[config.mk]
export PLATFORM = sky130hd
export DESIGN_NAME = centered_moving_std_dev_core_flat
export DESIGN_NICKNAME = d
export VERILOG_FILES = /design/src/rtl/cmsd_pkg.sv /design/src/rtl/cmsd_if.sv /design/src/rtl/centered_moving_std_dev_core.sv /design/src/rtl/cmsd_queue.sv /design/src/rtl/cmsd_front.sv /design/src/rtl/cmsd_back.sv /design/src/flat_wrapper.sv
export SDC_FILE = /design/constraint.sdc
export NUM_CORES = 2
export LEC_CHECK = 0
export BUFFER_PORTS_ARGS = -buffer_cell sky130_fd_sc_hd__buf_4
export CELL_PAD_IN_SITES_DETAIL_PLACEMENT = 1
export CELL_PAD_IN_SITES_GLOBAL_PLACEMENT = 2
export CORE_AREA = 2 2 427 429
export DETAILED_ROUTE_END_ITERATION = 8
export DIE_AREA = 0 0 429 431
export PLACE_DENSITY_LB_ADDON = 0.1
export SKIP_LAST_GASP = 1
export SLEW_MARGIN = 20
export SYNTH_ARGS = -nofsm -noshare
export SYNTH_HDL_FRONTEND = slang
export SYNTH_SLANG_ARGS = --single-unit
[constraint.sdc]
create_clock -name clk -period 21.2 [get_ports clk]
set_clock_uncertainty 0.05 [all_clocks]
set_input_delay 4.24 -clock clk [delete_from_list [all_inputs] [get_ports clk]]
set_output_delay 4.24 -clock clk [all_outputs]
set_load 0.005 [all_outputs]
[src/rtl/cmsd_pkg.sv]
// Shared constants and types for the centered moving standard deviation block.
`default_nettype none
package cmsd_pkg;
  // Default half window and sample width
  localparam int HALF_WINDOW_DEF  = 10;
  localparam int SAMPLE_WIDTH_DEF = 24;
  // Width of the window count field
  localparam int COUNT_W          = 5;

  // Classification of one item, handed from front to back
  typedef struct packed {
    logic col_end;   // last sample of the column, flush pending results
    logic emit_now;  // one result due for the position HALF_WINDOW back
  } cmsd_ctl_t;
endpackage
`default_nettype wire

[src/rtl/cmsd_if.sv]
// Valid/ready channel interfaces for input items and result items.
`default_nettype none
interface cmsd_in_if #(
  parameter int SAMPLE_WIDTH = cmsd_pkg::SAMPLE_WIDTH_DEF
) ();
  logic                           valid;
  logic                           ready;
  logic signed [SAMPLE_WIDTH-1:0] sample;
  logic                           column_end;

  modport source (output valid, sample, column_end, input ready);
  modport sink   (input valid, sample, column_end, output ready);
endinterface

interface cmsd_out_if #(
  parameter int SAMPLE_WIDTH = cmsd_pkg::SAMPLE_WIDTH_DEF
) ();
  logic                          valid;
  logic                          ready;
  logic [SAMPLE_WIDTH-1:0]       std_dev;
  logic [cmsd_pkg::COUNT_W-1:0]  window_count;
  logic                          last_of_column;

  modport source (output valid, std_dev, window_count, last_of_column, input ready);
  modport sink   (input valid, std_dev, window_count, last_of_column, output ready);
endinterface
`default_nettype wire

[src/rtl/centered_moving_std_dev_core.sv]
// Top level of the centered moving standard deviation block.
//
//  channel  direction  payload                                      handshake
//  in_ch    sink       sample, column_end                           valid/ready
//  out_ch   source     std_dev, window_count, last_of_column        valid/ready
//
// Each result is computed by the one-bit-per-cycle divider and the two-bit-per-cycle
// square root; the back takes no new item until it is through with the last one.
// A column end flushes up to HALF_WINDOW+1 results.
// Reset is synchronous and clears the queue, the column counters and out valid.
// A two-entry queue lets the input side accept up to two items while the back stalls.
`default_nettype none
module centered_moving_std_dev_core #(
  parameter int HALF_WINDOW  = cmsd_pkg::HALF_WINDOW_DEF,
  parameter int SAMPLE_WIDTH = cmsd_pkg::SAMPLE_WIDTH_DEF
) (
  input  wire logic   clk,
  input  wire logic   rst_n,
  cmsd_in_if.sink     in_ch,
  cmsd_out_if.source  out_ch
);
  localparam int QW = SAMPLE_WIDTH + $bits(cmsd_pkg::cmsd_ctl_t);

  logic                       q_push;
  logic                       q_full;
  logic                       q_pop;
  logic                       q_empty;
  logic [SAMPLE_WIDTH-1:0]    f_sample;
  cmsd_pkg::cmsd_ctl_t        f_ctl;
  logic [QW-1:0]              q_rd;
  cmsd_pkg::cmsd_ctl_t        b_ctl;

  assign b_ctl = q_rd[QW-1:SAMPLE_WIDTH];

  cmsd_front #(.HALF_WINDOW(HALF_WINDOW), .SAMPLE_WIDTH(SAMPLE_WIDTH)) u_front (
    .clk      (clk),
    .rst_n    (rst_n),
    .in_ch    (in_ch),
    .q_full   (q_full),
    .q_push   (q_push),
    .q_sample (f_sample),
    .q_ctl    (f_ctl)
  );

  cmsd_queue #(.DATA_W(QW)) u_queue (
    .clk       (clk),
    .rst_n     (rst_n),
    .push      (q_push),
    .push_data ({f_ctl, f_sample}),
    .full      (q_full),
    .pop       (q_pop),
    .pop_data  (q_rd),
    .empty     (q_empty)
  );

  cmsd_back #(.HALF_WINDOW(HALF_WINDOW), .SAMPLE_WIDTH(SAMPLE_WIDTH)) u_back (
    .clk      (clk),
    .rst_n    (rst_n),
    .q_empty  (q_empty),
    .q_pop    (q_pop),
    .q_sample (q_rd[SAMPLE_WIDTH-1:0]),
    .q_ctl    (b_ctl),
    .out_ch   (out_ch)
  );
endmodule
`default_nettype wire

[src/rtl/cmsd_queue.sv]
// Two-entry queue between the front and the back.
`default_nettype none
module cmsd_queue #(
  parameter int DATA_W = 8
) (
  input  wire logic              clk,
  input  wire logic              rst_n,
  input  wire logic              push,
  input  wire logic [DATA_W-1:0] push_data,
  output logic                   full,
  input  wire logic              pop,
  output logic [DATA_W-1:0]      pop_data,
  output logic                   empty
);
  logic [DATA_W-1:0] mem_r [2];
  logic              wr_ptr_r;
  logic              rd_ptr_r;
  logic [1:0]        count_r;

  assign full     = (count_r == 2'd2);
  assign empty    = (count_r == 2'd0);
  assign pop_data = mem_r[rd_ptr_r];

  // storage
  always_ff @(posedge clk) begin
    if (push) begin
      mem_r[wr_ptr_r] <= push_data;
    end
  end

  // pointers and fill count
  always_ff @(posedge clk) begin
    if (!rst_n) begin
      wr_ptr_r <= 1'b0;
      rd_ptr_r <= 1'b0;
      count_r  <= 2'd0;
    end else begin
      if (push) wr_ptr_r <= ~wr_ptr_r;
      if (pop)  rd_ptr_r <= ~rd_ptr_r;
      case ({push, pop})
        2'b10:   count_r <= count_r + 2'd1;
        2'b01:   count_r <= count_r - 2'd1;
        default: count_r <= count_r;
      endcase
    end
  end
endmodule
`default_nettype wire

[src/rtl/cmsd_front.sv]
// Front: accepts items, tracks the column fill and classifies each item.
`default_nettype none
module cmsd_front #(
  parameter int HALF_WINDOW  = cmsd_pkg::HALF_WINDOW_DEF,
  parameter int SAMPLE_WIDTH = cmsd_pkg::SAMPLE_WIDTH_DEF
) (
  input  wire logic                  clk,
  input  wire logic                  rst_n,
  cmsd_in_if.sink                    in_ch,
  input  wire logic                  q_full,
  output logic                       q_push,
  output logic [SAMPLE_WIDTH-1:0]    q_sample,
  output cmsd_pkg::cmsd_ctl_t        q_ctl
);
  localparam int RING_DEPTH = 2 * HALF_WINDOW + 1;
  localparam int CW         = $clog2(RING_DEPTH + 1);

  logic [CW-1:0] seen_r;
  logic [CW-1:0] seen_nxt;

  assign in_ch.ready = ~q_full;
  assign q_push      = in_ch.valid & ~q_full;
  assign q_sample    = in_ch.sample;

  // samples in the column after this one, saturating at the ring depth
  always_comb begin
    seen_nxt = (seen_r == CW'(RING_DEPTH)) ? seen_r : seen_r + CW'(1);
    q_ctl.col_end  = in_ch.column_end;
    q_ctl.emit_now = (seen_nxt > CW'(HALF_WINDOW));
  end

  always_ff @(posedge clk) begin
    if (!rst_n) begin
      seen_r <= '0;
    end else if (q_push) begin
      seen_r <= in_ch.column_end ? '0 : seen_nxt;
    end
  end
endmodule
`default_nettype wire

[src/rtl/cmsd_back.sv]
// Back: sample ring, window sums, exact variance divide and square root.
`default_nettype none
module cmsd_back #(
  parameter int HALF_WINDOW  = cmsd_pkg::HALF_WINDOW_DEF,
  parameter int SAMPLE_WIDTH = cmsd_pkg::SAMPLE_WIDTH_DEF
) (
  input  wire logic                     clk,
  input  wire logic                     rst_n,
  input  wire logic                     q_empty,
  output logic                          q_pop,
  input  wire logic [SAMPLE_WIDTH-1:0]  q_sample,
  input  wire cmsd_pkg::cmsd_ctl_t      q_ctl,
  cmsd_out_if.source                    out_ch
);
  localparam int SW         = SAMPLE_WIDTH;
  localparam int RING_DEPTH = 2 * HALF_WINDOW + 1;
  localparam int CW         = $clog2(RING_DEPTH + 1);
  localparam int AW         = $clog2(RING_DEPTH);
  localparam int MW         = SW + CW;          // sum and its magnitude
  localparam int SQW        = 2 * SW + CW;      // sum of squares
  localparam int NW         = 2 * SW + 2 * CW;  // numerator and quotient
  localparam int RW         = NW / 2;           // square root
  localparam int DW         = 2 * CW;           // n squared
  localparam int BW         = $clog2(NW);

  typedef enum logic [3:0] {
    ST_IDLE, ST_WRITE, ST_START, ST_SUM, ST_MUL, ST_SQ, ST_SUB, ST_DIV, ST_SQRT, ST_OUT
  } state_t;

  state_t                state_r;
  logic [SW-1:0]         ring [RING_DEPTH];
  logic [AW-1:0]         wslot_r;
  logic [CW-1:0]         seen_r;
  logic [SW-1:0]         sample_r;
  cmsd_pkg::cmsd_ctl_t   ctl_r;
  logic [CW-1:0]         back_r;
  logic [CW-1:0]         n_r;
  logic [AW-1:0]         rd_addr_r;
  logic [CW-1:0]         issue_r;
  logic                  rv1_r;
  logic                  rv2_r;
  logic signed [SW-1:0]  rd_data_r;
  logic signed [SW-1:0]  val2_r;
  logic [2*SW-1:0]       sq_r;
  logic signed [MW-1:0]  s1_r;
  logic [SQW-1:0]        s2_r;
  logic [NW-1:0]         num_r;
  logic [NW-1:0]         mcand_r;
  logic [MW-1:0]         mplier_r;
  logic [NW-1:0]         sqacc_r;
  logic [DW-1:0]         d_r;
  logic [DW-1:0]         rem_r;
  logic [RW-1:0]         root_r;
  logic [RW:0]           srem_r;
  logic [BW-1:0]         bitcnt_r;
  logic                  out_valid_r;
  logic [SW-1:0]         std_r;
  logic [cmsd_pkg::COUNT_W-1:0] wcount_r;
  logic                  last_r;

  logic                  rd_en;
  logic [CW-1:0]         seen_new;
  logic [CW:0]           far1;
  logic [CW-1:0]         n_start;
  logic [AW-1:0]         newest;
  logic [SW-1:0]         mag;
  logic [2*SW-1:0]       sq_nxt;
  logic [MW-1:0]         s1_mag;
  logic [DW:0]           div_try;
  logic [RW+2:0]         sqrt_rem;
  logic [RW+2:0]         sqrt_try;
  logic                  out_load;

  assign q_pop = (state_r == ST_IDLE) && !q_empty;
  assign rd_en = (state_r == ST_SUM) && (issue_r < n_r);

  assign out_ch.valid          = out_valid_r;
  assign out_ch.std_dev        = std_r;
  assign out_ch.window_count   = wcount_r;
  assign out_ch.last_of_column = last_r;

  // helper values for the sequencer
  always_comb begin
    seen_new = (seen_r == CW'(RING_DEPTH)) ? seen_r : seen_r + CW'(1);
    far1     = {1'b0, back_r} + (CW + 1)'(HALF_WINDOW + 1);
    n_start  = (far1 > {1'b0, seen_r}) ? seen_r : far1[CW-1:0];
    newest   = (wslot_r == '0) ? AW'(RING_DEPTH - 1) : wslot_r - AW'(1);
    mag      = rd_data_r[SW-1] ? SW'(-rd_data_r) : SW'(rd_data_r);
    sq_nxt   = {{SW{1'b0}}, mag} * {{SW{1'b0}}, mag};
    s1_mag   = s1_r[MW-1] ? MW'(-s1_r) : MW'(s1_r);
    div_try  = {rem_r, num_r[NW-1]};
    sqrt_rem = {srem_r, num_r[NW-1:NW-2]};
    sqrt_try = {1'b0, root_r, 2'b01};
    out_load = !out_valid_r || out_ch.ready;
  end

  // sample ring: one write port, one registered read port
  always_ff @(posedge clk) begin
    if (state_r == ST_WRITE) begin
      ring[wslot_r] <= sample_r;
    end
    if (rd_en) begin
      rd_data_r <= ring[rd_addr_r];
    end
  end

  // sequencer and datapath registers
  always_ff @(posedge clk) begin
    if (!rst_n) begin
      state_r     <= ST_IDLE;
      wslot_r     <= '0;
      seen_r      <= '0;
      rv1_r       <= 1'b0;
      rv2_r       <= 1'b0;
      out_valid_r <= 1'b0;
    end else begin
      // result taken; ST_OUT reloads it in the same cycle
      if (out_valid_r && out_ch.ready && state_r != ST_OUT) out_valid_r <= 1'b0;
      case (state_r)
        // take the next classified item
        ST_IDLE: begin
          if (!q_empty) begin
            sample_r <= q_sample;
            ctl_r    <= q_ctl;
            state_r  <= ST_WRITE;
          end
        end
        // store the sample, pick the first result position
        ST_WRITE: begin
          wslot_r <= (wslot_r == AW'(RING_DEPTH - 1)) ? '0 : wslot_r + AW'(1);
          seen_r  <= seen_new;
          back_r  <= ctl_r.emit_now ? CW'(HALF_WINDOW) : seen_new - CW'(1);
          state_r <= (ctl_r.emit_now || ctl_r.col_end) ? ST_START : ST_IDLE;
        end
        // window size and newest slot for this result
        ST_START: begin
          n_r       <= n_start;
          rd_addr_r <= newest;
          issue_r   <= '0;
          rv1_r     <= 1'b0;
          rv2_r     <= 1'b0;
          s1_r      <= '0;
          s2_r      <= '0;
          state_r   <= ST_SUM;
        end
        // read, square and accumulate the newest n samples
        ST_SUM: begin
          if (rd_en) begin
            rd_addr_r <= (rd_addr_r == '0) ? AW'(RING_DEPTH - 1) : rd_addr_r - AW'(1);
            issue_r   <= issue_r + CW'(1);
          end
          rv1_r <= rd_en;
          rv2_r <= rv1_r;
          if (rv1_r) begin
            val2_r <= rd_data_r;
            sq_r   <= sq_nxt;
          end
          if (rv2_r) begin
            s1_r <= s1_r + MW'(val2_r);
            s2_r <= s2_r + SQW'(sq_r);
          end
          if (!rd_en && !rv1_r && !rv2_r) state_r <= ST_MUL;
        end
        // n * S2, and set up the shift-add square of |S1|
        ST_MUL: begin
          num_r    <= NW'(n_r) * NW'(s2_r);
          mcand_r  <= NW'(s1_mag);
          mplier_r <= s1_mag;
          sqacc_r  <= '0;
          state_r  <= ST_SQ;
        end
        ST_SQ: begin
          if (mplier_r == '0) begin
            state_r <= ST_SUB;
          end else begin
            if (mplier_r[0]) sqacc_r <= sqacc_r + mcand_r;
            mcand_r  <= {mcand_r[NW-2:0], 1'b0};
            mplier_r <= {1'b0, mplier_r[MW-1:1]};
          end
        end
        // numerator and divisor n^2
        ST_SUB: begin
          num_r    <= num_r - sqacc_r;
          d_r      <= DW'(n_r) * DW'(n_r);
          rem_r    <= '0;
          bitcnt_r <= '0;
          state_r  <= ST_DIV;
        end
        // restoring divide, one quotient bit per cycle into num_r
        ST_DIV: begin
          if (div_try >= {1'b0, d_r}) begin
            rem_r <= DW'(div_try - {1'b0, d_r});
            num_r <= {num_r[NW-2:0], 1'b1};
          end else begin
            rem_r <= div_try[DW-1:0];
            num_r <= {num_r[NW-2:0], 1'b0};
          end
          if (bitcnt_r == BW'(NW - 1)) begin
            bitcnt_r <= '0;
            srem_r   <= '0;
            root_r   <= '0;
            state_r  <= ST_SQRT;
          end else begin
            bitcnt_r <= bitcnt_r + BW'(1);
          end
        end
        // digit-by-digit square root, two radicand bits per cycle
        ST_SQRT: begin
          if (sqrt_rem >= sqrt_try) begin
            srem_r <= (RW + 1)'(sqrt_rem - sqrt_try);
            root_r <= {root_r[RW-2:0], 1'b1};
          end else begin
            srem_r <= sqrt_rem[RW:0];
            root_r <= {root_r[RW-2:0], 1'b0};
          end
          num_r <= {num_r[NW-3:0], 2'b00};
          if (bitcnt_r == BW'(RW - 1)) begin
            state_r <= ST_OUT;
          end else begin
            bitcnt_r <= bitcnt_r + BW'(1);
          end
        end
        // hand over the result, then next position or next item
        ST_OUT: begin
          if (out_load) begin
            out_valid_r <= 1'b1;
            std_r       <= root_r[SW-1:0];
            wcount_r    <= cmsd_pkg::COUNT_W'(n_r);
            last_r      <= ctl_r.col_end && (back_r == '0);
            if (ctl_r.col_end && back_r != '0) begin
              back_r  <= back_r - CW'(1);
              state_r <= ST_START;
            end else begin
              if (ctl_r.col_end) begin
                wslot_r <= '0;
                seen_r  <= '0;
              end
              state_r <= ST_IDLE;
            end
          end
        end
        default: state_r <= ST_IDLE;
      endcase
    end
  end
endmodule
`default_nettype wire

[src/flat_wrapper.sv]
// flat-port wrapper written by rule: the top's interface ports become plain ports
module centered_moving_std_dev_core_flat 
#(
  parameter int HALF_WINDOW  = cmsd_pkg::HALF_WINDOW_DEF,
  parameter int SAMPLE_WIDTH = cmsd_pkg::SAMPLE_WIDTH_DEF
)
  (clk, rst_n, in_ch_valid, in_ch_sample, in_ch_column_end, in_ch_ready, out_ch_valid, out_ch_std_dev, out_ch_window_count, out_ch_last_of_column, out_ch_ready);
  cmsd_in_if #(.SAMPLE_WIDTH(SAMPLE_WIDTH)) in_ch_i ();
  cmsd_out_if #(.SAMPLE_WIDTH(SAMPLE_WIDTH)) out_ch_i ();
  input  wire logic clk;
  input  wire logic rst_n;
  input wire logic [$bits(in_ch_i.valid)-1:0] in_ch_valid;
  input wire logic [$bits(in_ch_i.sample)-1:0] in_ch_sample;
  input wire logic [$bits(in_ch_i.column_end)-1:0] in_ch_column_end;
  output wire logic [$bits(in_ch_i.ready)-1:0] in_ch_ready;
  output wire logic [$bits(out_ch_i.valid)-1:0] out_ch_valid;
  output wire logic [$bits(out_ch_i.std_dev)-1:0] out_ch_std_dev;
  output wire logic [$bits(out_ch_i.window_count)-1:0] out_ch_window_count;
  output wire logic [$bits(out_ch_i.last_of_column)-1:0] out_ch_last_of_column;
  input wire logic [$bits(out_ch_i.ready)-1:0] out_ch_ready;
  assign in_ch_i.valid = in_ch_valid;
  assign in_ch_i.sample = in_ch_sample;
  assign in_ch_i.column_end = in_ch_column_end;
  assign in_ch_ready = in_ch_i.ready;
  assign out_ch_valid = out_ch_i.valid;
  assign out_ch_std_dev = out_ch_i.std_dev;
  assign out_ch_window_count = out_ch_i.window_count;
  assign out_ch_last_of_column = out_ch_i.last_of_column;
  assign out_ch_i.ready = out_ch_ready;
  centered_moving_std_dev_core #(.HALF_WINDOW(HALF_WINDOW), .SAMPLE_WIDTH(SAMPLE_WIDTH)) u_core (.clk(clk), .rst_n(rst_n), .in_ch(in_ch_i), .out_ch(out_ch_i));
endmodule
Yosys cells after proc, flatten, opt, wreduce, memory -nomap -nowiden
Memories as Yosys holds them, arrays and structs flattened. A register that Yosys moved wholly into a read port is not among the register bits. Index checks and enable logic that the tools add are counted.

Output and inout bits: 32. Logic and storage cells: 208. Bits in registers: 518. RAM bits: 556. Memories kept: 2. Input port bits: 29.

Memory list: u_core.u_back.ring (words 21, width 24, rd ports 1, clocked after Yosys merged registers in 1, wr ports 1, RTL line cmsd_back.sv:31) `logic [SW-1:0] ring [RING_DEPTH];`; u_core.u_queue.mem_r (words 2, width 26, rd ports 1, clocked after Yosys merged registers in 1, wr ports 1, RTL line cmsd_queue.sv:15) `logic [DATA_W-1:0] mem_r [2];`.

Mux-type cells: 65. $add $sub $neg: 20. Bitwise gates (word level): 5. Reduce and logical (&&, ||, !) cells: 46. $mul: 3. Eq/ne operators: 32. $lt $le $gt $ge: 5.

Operator list (count): $pmux 58 s2 (2); $pmux 58 s4 (1); $mux 58 (3); $pmux 29 s2 (3); $mux 29 (4); $pmux 53 s2 (1); $mux 5 (15); $mux 30 (2); $pmux 30 s2 (1); $add 58x58->58 (1); $mul 5x53->58 (1); $sub 58x58->58 (1); $add 53x48->53 (1); $mux 53 (1); $pmux 5 s2 (5); $mul 24x24->48 (1); $pmux 4 s10 (1); $ge 32x31->1 (1); $sub 30x30->30 (1); $add 29x24->29 (1); $logic_not 29->1 (1); $neg 29->29 (1); $ne 2x2->1 const B (13); $mux 24 (1); 49 further kinds (113).

Depth between registers and ports, before layout
Depth in word-level cells: 7. Gate-level depth with buffers: 38. Gate-level depth less buffers: 35.

Modules after synthesis
A second synthesis with hierarchy kept.

Cells, all modules: 7355. Area, all modules: 81408.1 sq um.

By module, submodules not included: cmsd_back (cells each 7187, area each 78783.1 sq um, times used 1); cmsd_queue (cells each 103, area each 2085.8 sq um, times used 1); cmsd_front (cells each 65, area each 539.3 sq um, times used 1).

Worst setup path before layout
No wires, ideal clock.

Path type: in2reg. From: in rst_n. To: reg u_core.u_back.sqacc_r[0], enable pin. Library setup time: 562 ps. Path slack: 5053 ps. Arrival: 15535 ps. Stages: 4. Cells stage by stage: clkbuf_1 -> nand2_1 -> a211oi_1 -> a21boi_0.

Word-level cells in the longest chain between the ends: 1.

RTL lines: start, declared (RTL line flat_wrapper.sv:11) `input wire logic rst_n;`; $reduce_and 4->1 (no source line); end signal, assigned (RTL line cmsd_back.sv:176) `if (mplier_r[0]) sqacc_r <= sqacc_r + mcand_r;`; end, declared (RTL line cmsd_back.sv:50) `logic [NW-1:0] sqacc_r;`.

Every way passes these cells. A chain may end at the register's enable or synchronous reset.

Final worst setup path
From: reg u_core.u_back.rd_data_r[0], read port of u_core.u_back.ring. To: reg u_core.u_back.sq_r[45] (data pin).

Word-level cells in the longest chain between the ends: 3.

RTL lines: start, declared (RTL line cmsd_back.sv:42) `logic signed [SW-1:0] rd_data_r;`; $neg 24->24 (RTL line cmsd_back.sv:88) `mag = rd_data_r[SW-1] ? SW'(-rd_data_r) : SW'(rd_data_r);`; $mux 24 * (RTL line cmsd_back.sv:88); $mul 24x24->48 * (RTL line cmsd_back.sv:89) `sq_nxt = {{SW{1'b0}}, mag} * {{SW{1'b0}}, mag};`; named net u_core.u_back.sq_nxt[45] (RTL line cmsd_back.sv:67) `logic [2*SW-1:0] sq_nxt;`; end signal, assigned (RTL line cmsd_back.sv:156) `sq_r <= sq_nxt;`; end, declared (RTL line cmsd_back.sv:44) `logic [2*SW-1:0] sq_r;`.

Mark *: on every way through the listed nets, which the timed path passes. The rest lies on a longest branch.

==> key figures <==
Floorplanning
  – I/O pin cnt: 61
  – Core area: 180,000 um2
  – Die Wd: 429 um
  – Die Footprint: 185,000 um2
  – FP Rows: 156
  – Starting density of the core: 44.8%
  – Die Span Y: 431 um

Clock tree
  – H-Tree Depth: 4
  – Hold-fix buffer count after cts: 0
  – Cts repair resizes: 0
  – CTS tree: done
  – Worst-path clk slew: 60 ps
  – Sink Count: 1,121
  – Max Root-Sink Buffers: 3
  – Clk root buf: clkbuf_16
  – Post-CTS Setup Repair Bufs: 0
  – CTS buffer count: 132
  – Clock Latency Late Sink: 810 ps

Route
  – Vias: 54,700
  – 1st-pass router iterations: 6
  – DR vias/cell: 5.66
  – # DRC: 0
  – WL per Instance: 23.9 um
  – Final wirelength: 231 mm
  – Iter 0 DRT Violations: 3,872
  – Antenna viol nets, final: 0

Worst setup path
  – Reg2reg start: u_core.u_back.rd_data_r[0]
  – Arrival time at the worst endpoint: 10,650 ps
  – Critical path required time: 21,680 ps
  – CP Buf/Inv Count: 7
  – Crit path depth: 33
  – Type of origin of the critical path: register
  – Worst path max stage delay: 750 ps
  – Setup CP Type: reg2reg
  – Crit path max fanout: 18
  – Nature of the critical path endpoint: register
  – R2R Setup Slk: 11,030 ps
  – Crit-path leading delay family: adder cells
  – CP dominant cell by count: fa_1
  – R2R cell count: 33
  – Reg2reg end: u_core.u_back.sq_r[45]
  – CP max stage cell: edfxtp_1

STA
  – Worst setup margin: 11,030 ps
  – Max Freq: 98.3 MHz
  – Slew @ Worst Pin: 1310 ps
  – Total Neg Setup Slack: 0 ps
  – Period minus WS final: 10,170 ps
  – Period utilization: 48.0%
  – Final setup fails: 0
  – Final Hold Vio Count: 0
  – RSZ-0062 raised after global routing: no
  – Pins Over Slew Limit: 0
  – Headroom to the max-slew limit: 12.4%

Synth
  – Share of the synthesized area in the top cell type: 40.8%
  – Number of flops mapped to enable cells by yosys: 1,095
  – Main flop type after synthesis: edfxtp_1
  – Dominant cell type by area after synthesis: edfxtp_1
  – Syn_area_per_cell: 11.2 um2
  – Top post-synthesis cells by count: edfxtp_1, inv_1, fa_1, nand2_1, nor2_1
  – FFs w/ async S/R, synth: 0%
  – Cell area after synthesis: 80,700 um2
  – Largest cells by area after synthesis: edfxtp_1, fa_1, ha_1
  – Most frequent cell after synthesis: edfxtp_1
  – #FFs+latches synth: 1,121
  – Cells after synthesis: 7,187
  – Post-synthesis cell type count: 99
  – Warnings from Yosys: 0
  – Seq/Total Area, Yosys: 41.4%

Final layout
  – Fillers: 19,000
  – Layout cells sized above 1: 8.53%
  – Final net count: 8,306
  – Finished Cell Area: 88,400 um2
  – Layout Utilization: 49.1%
  – Synth-to-layout area growth: 9.61%

Placed design
  – Port bufs: 60
  – Pre-CTS setup slack: 11,060 ps
  – Hpwl dp: 169 mm
  – Placer congestion estimate: 0.894
  – Placed Area: 83,900 um2

Min path
  – Hold Path Cell Cnt: 0
  – Min-Delay Startpoint: u_core.u_back.root_r[23]
  – Hold endpoint: u_core.u_back.out_ch.std_dev[23]
  – Hold Crit Class: reg2reg

Global routing
  – First-pass GRT wire length: 358 mm
  – Vias in the first global route: 58,500
  – Gr usage total: 25.1%
  – Initial antenna violation count: 3
  – Pin count of the biggest net entering global routing: 71
  – Grt total ovfl: 0

Job
  – Maxcap violations: 0

Status
  – Status: complete, no violations
[cell usage in the layout (no fill, tap or decap), drive strengths merged, types with 19 or more instances in the layout]
master,synthesis,layout
or3,26,26
clkinv,3,60
xor2,159,159
and3,88,88
clkbuf,258,154
a222oi,39,39
o21bai,57,57
nor3,66,66
ha,505,505
inv,896,898
a21oi,409,409
xnor2,220,220
o31ai,39,39
nor2b,43,43
o211ai,19,19
a21o,203,203
and2,140,140
o21ai,265,265
nand4,76,76
dfxtp,26,26
a21boi,29,29
o21a,95,95
a221o,22,22
nor2,540,540
buf,40,152
mux2i,51,51
or2,19,19
mux2,30,30
edfxtp,1095,1095
fa,582,582
nand2b,61,61
a211oi,33,33
nand3,89,89
nand2,580,580
a31oi,50,50
mux4,144,144
[worst register-to-register path, delay by kind of cell (launching register included)]
kind | cells | cell delay [ps]
fa+ha+maj | 9 | 4020
xor+xnor | 2 | 710
buf+inv | 7 | 880
compound gates | 12 | 2910
simple gates | 3 | 640
flops | 1 | 750
[cell type report]
class	count	area, um2	area share [%]
antenna	6	15.0	0.0170
multi-input combinational	4884	43000	48.6
clock inverter	80	1130	1.28
inverter	899	3370	3.82
sequential	1121	33400	37.8
clock buffer	154	3410	3.85
tap	2370	2970	3.35
timing repair buffer	152	1140	1.29
[flip-flops by register name, summed over array words and instances (netlist names), 24 cells and up]
register and count:
u_core.u_queue.mem_r 52, u_core.u_back.val2_r 24, u_core.u_back.mcand_r 58, u_core.u_back.s1_r 29, u_core.u_back.out_ch.std_dev 24, u_core.u_back.s2_r 53, u_core.u_back.srem_r 30, u_core.u_back.mplier_r 29
u_core.u_back.rd_data_r 24, u_core.u_back.ring 504, u_core.u_back.sq_r 46, u_core.u_back.sqacc_r 58, u_core.u_back.root_r 29, u_core.u_back.num_r 58, u_core.u_back.sample_r 24
[routing by layer]
metal  global-route usage [%]  part of all wire (%)  vias to the layer above
met5                        0                0.0043                        -
met3                     3.00                   4.0                      217
met4                     5.54                   2.0                        2
met2                     41.1                    47                     1052
met1                     36.0                    47                    28200
li1                         -                     -                    25200
[worst max path at each step]
stage	startpoint	endpoint
2_1_floorplan	rst_n	u_core.u_back.sqacc_r[0]
3_3_place_gp	u_core.u_back.rd_data_r[0]	u_core.u_back.sq_r[45]
3_5_place_dp	u_core.u_back.rd_data_r[0]	u_core.u_back.sq_r[45]
4_1_cts	u_core.u_back.rd_data_r[0]	u_core.u_back.sq_r[45]
5_1_grt	u_core.u_back.rd_data_r[0]	u_core.u_back.sq_r[45]
6_report	u_core.u_back.rd_data_r[0]	u_core.u_back.sq_r[45]
[per-stage QoR]
stage	hold WS, ps	std cells
CTS	401	9660
global route	408	9663
global placement	384	9426
floorplan	376	7202
detailed placement	388	9426
finish	396	9666
[kinds of logic after synthesis]
kind of cell	Yosys count	synth area share [%]
AND/OR/NAND/NOR	1778	10.2
AO/OA/AOI/OAI	1397	11.3
buffers and inverters	1197	5.59
flip-flops	1121	41.4
adder cells (fa/ha/maj)	1088	22.3
XOR/XNOR	379	4.12
multiplexers	225	5.07
other	2	0.00931
Power is not shown: default switching activity piles up to over one toggle a cycle in this logic, so the estimate is an artifact.
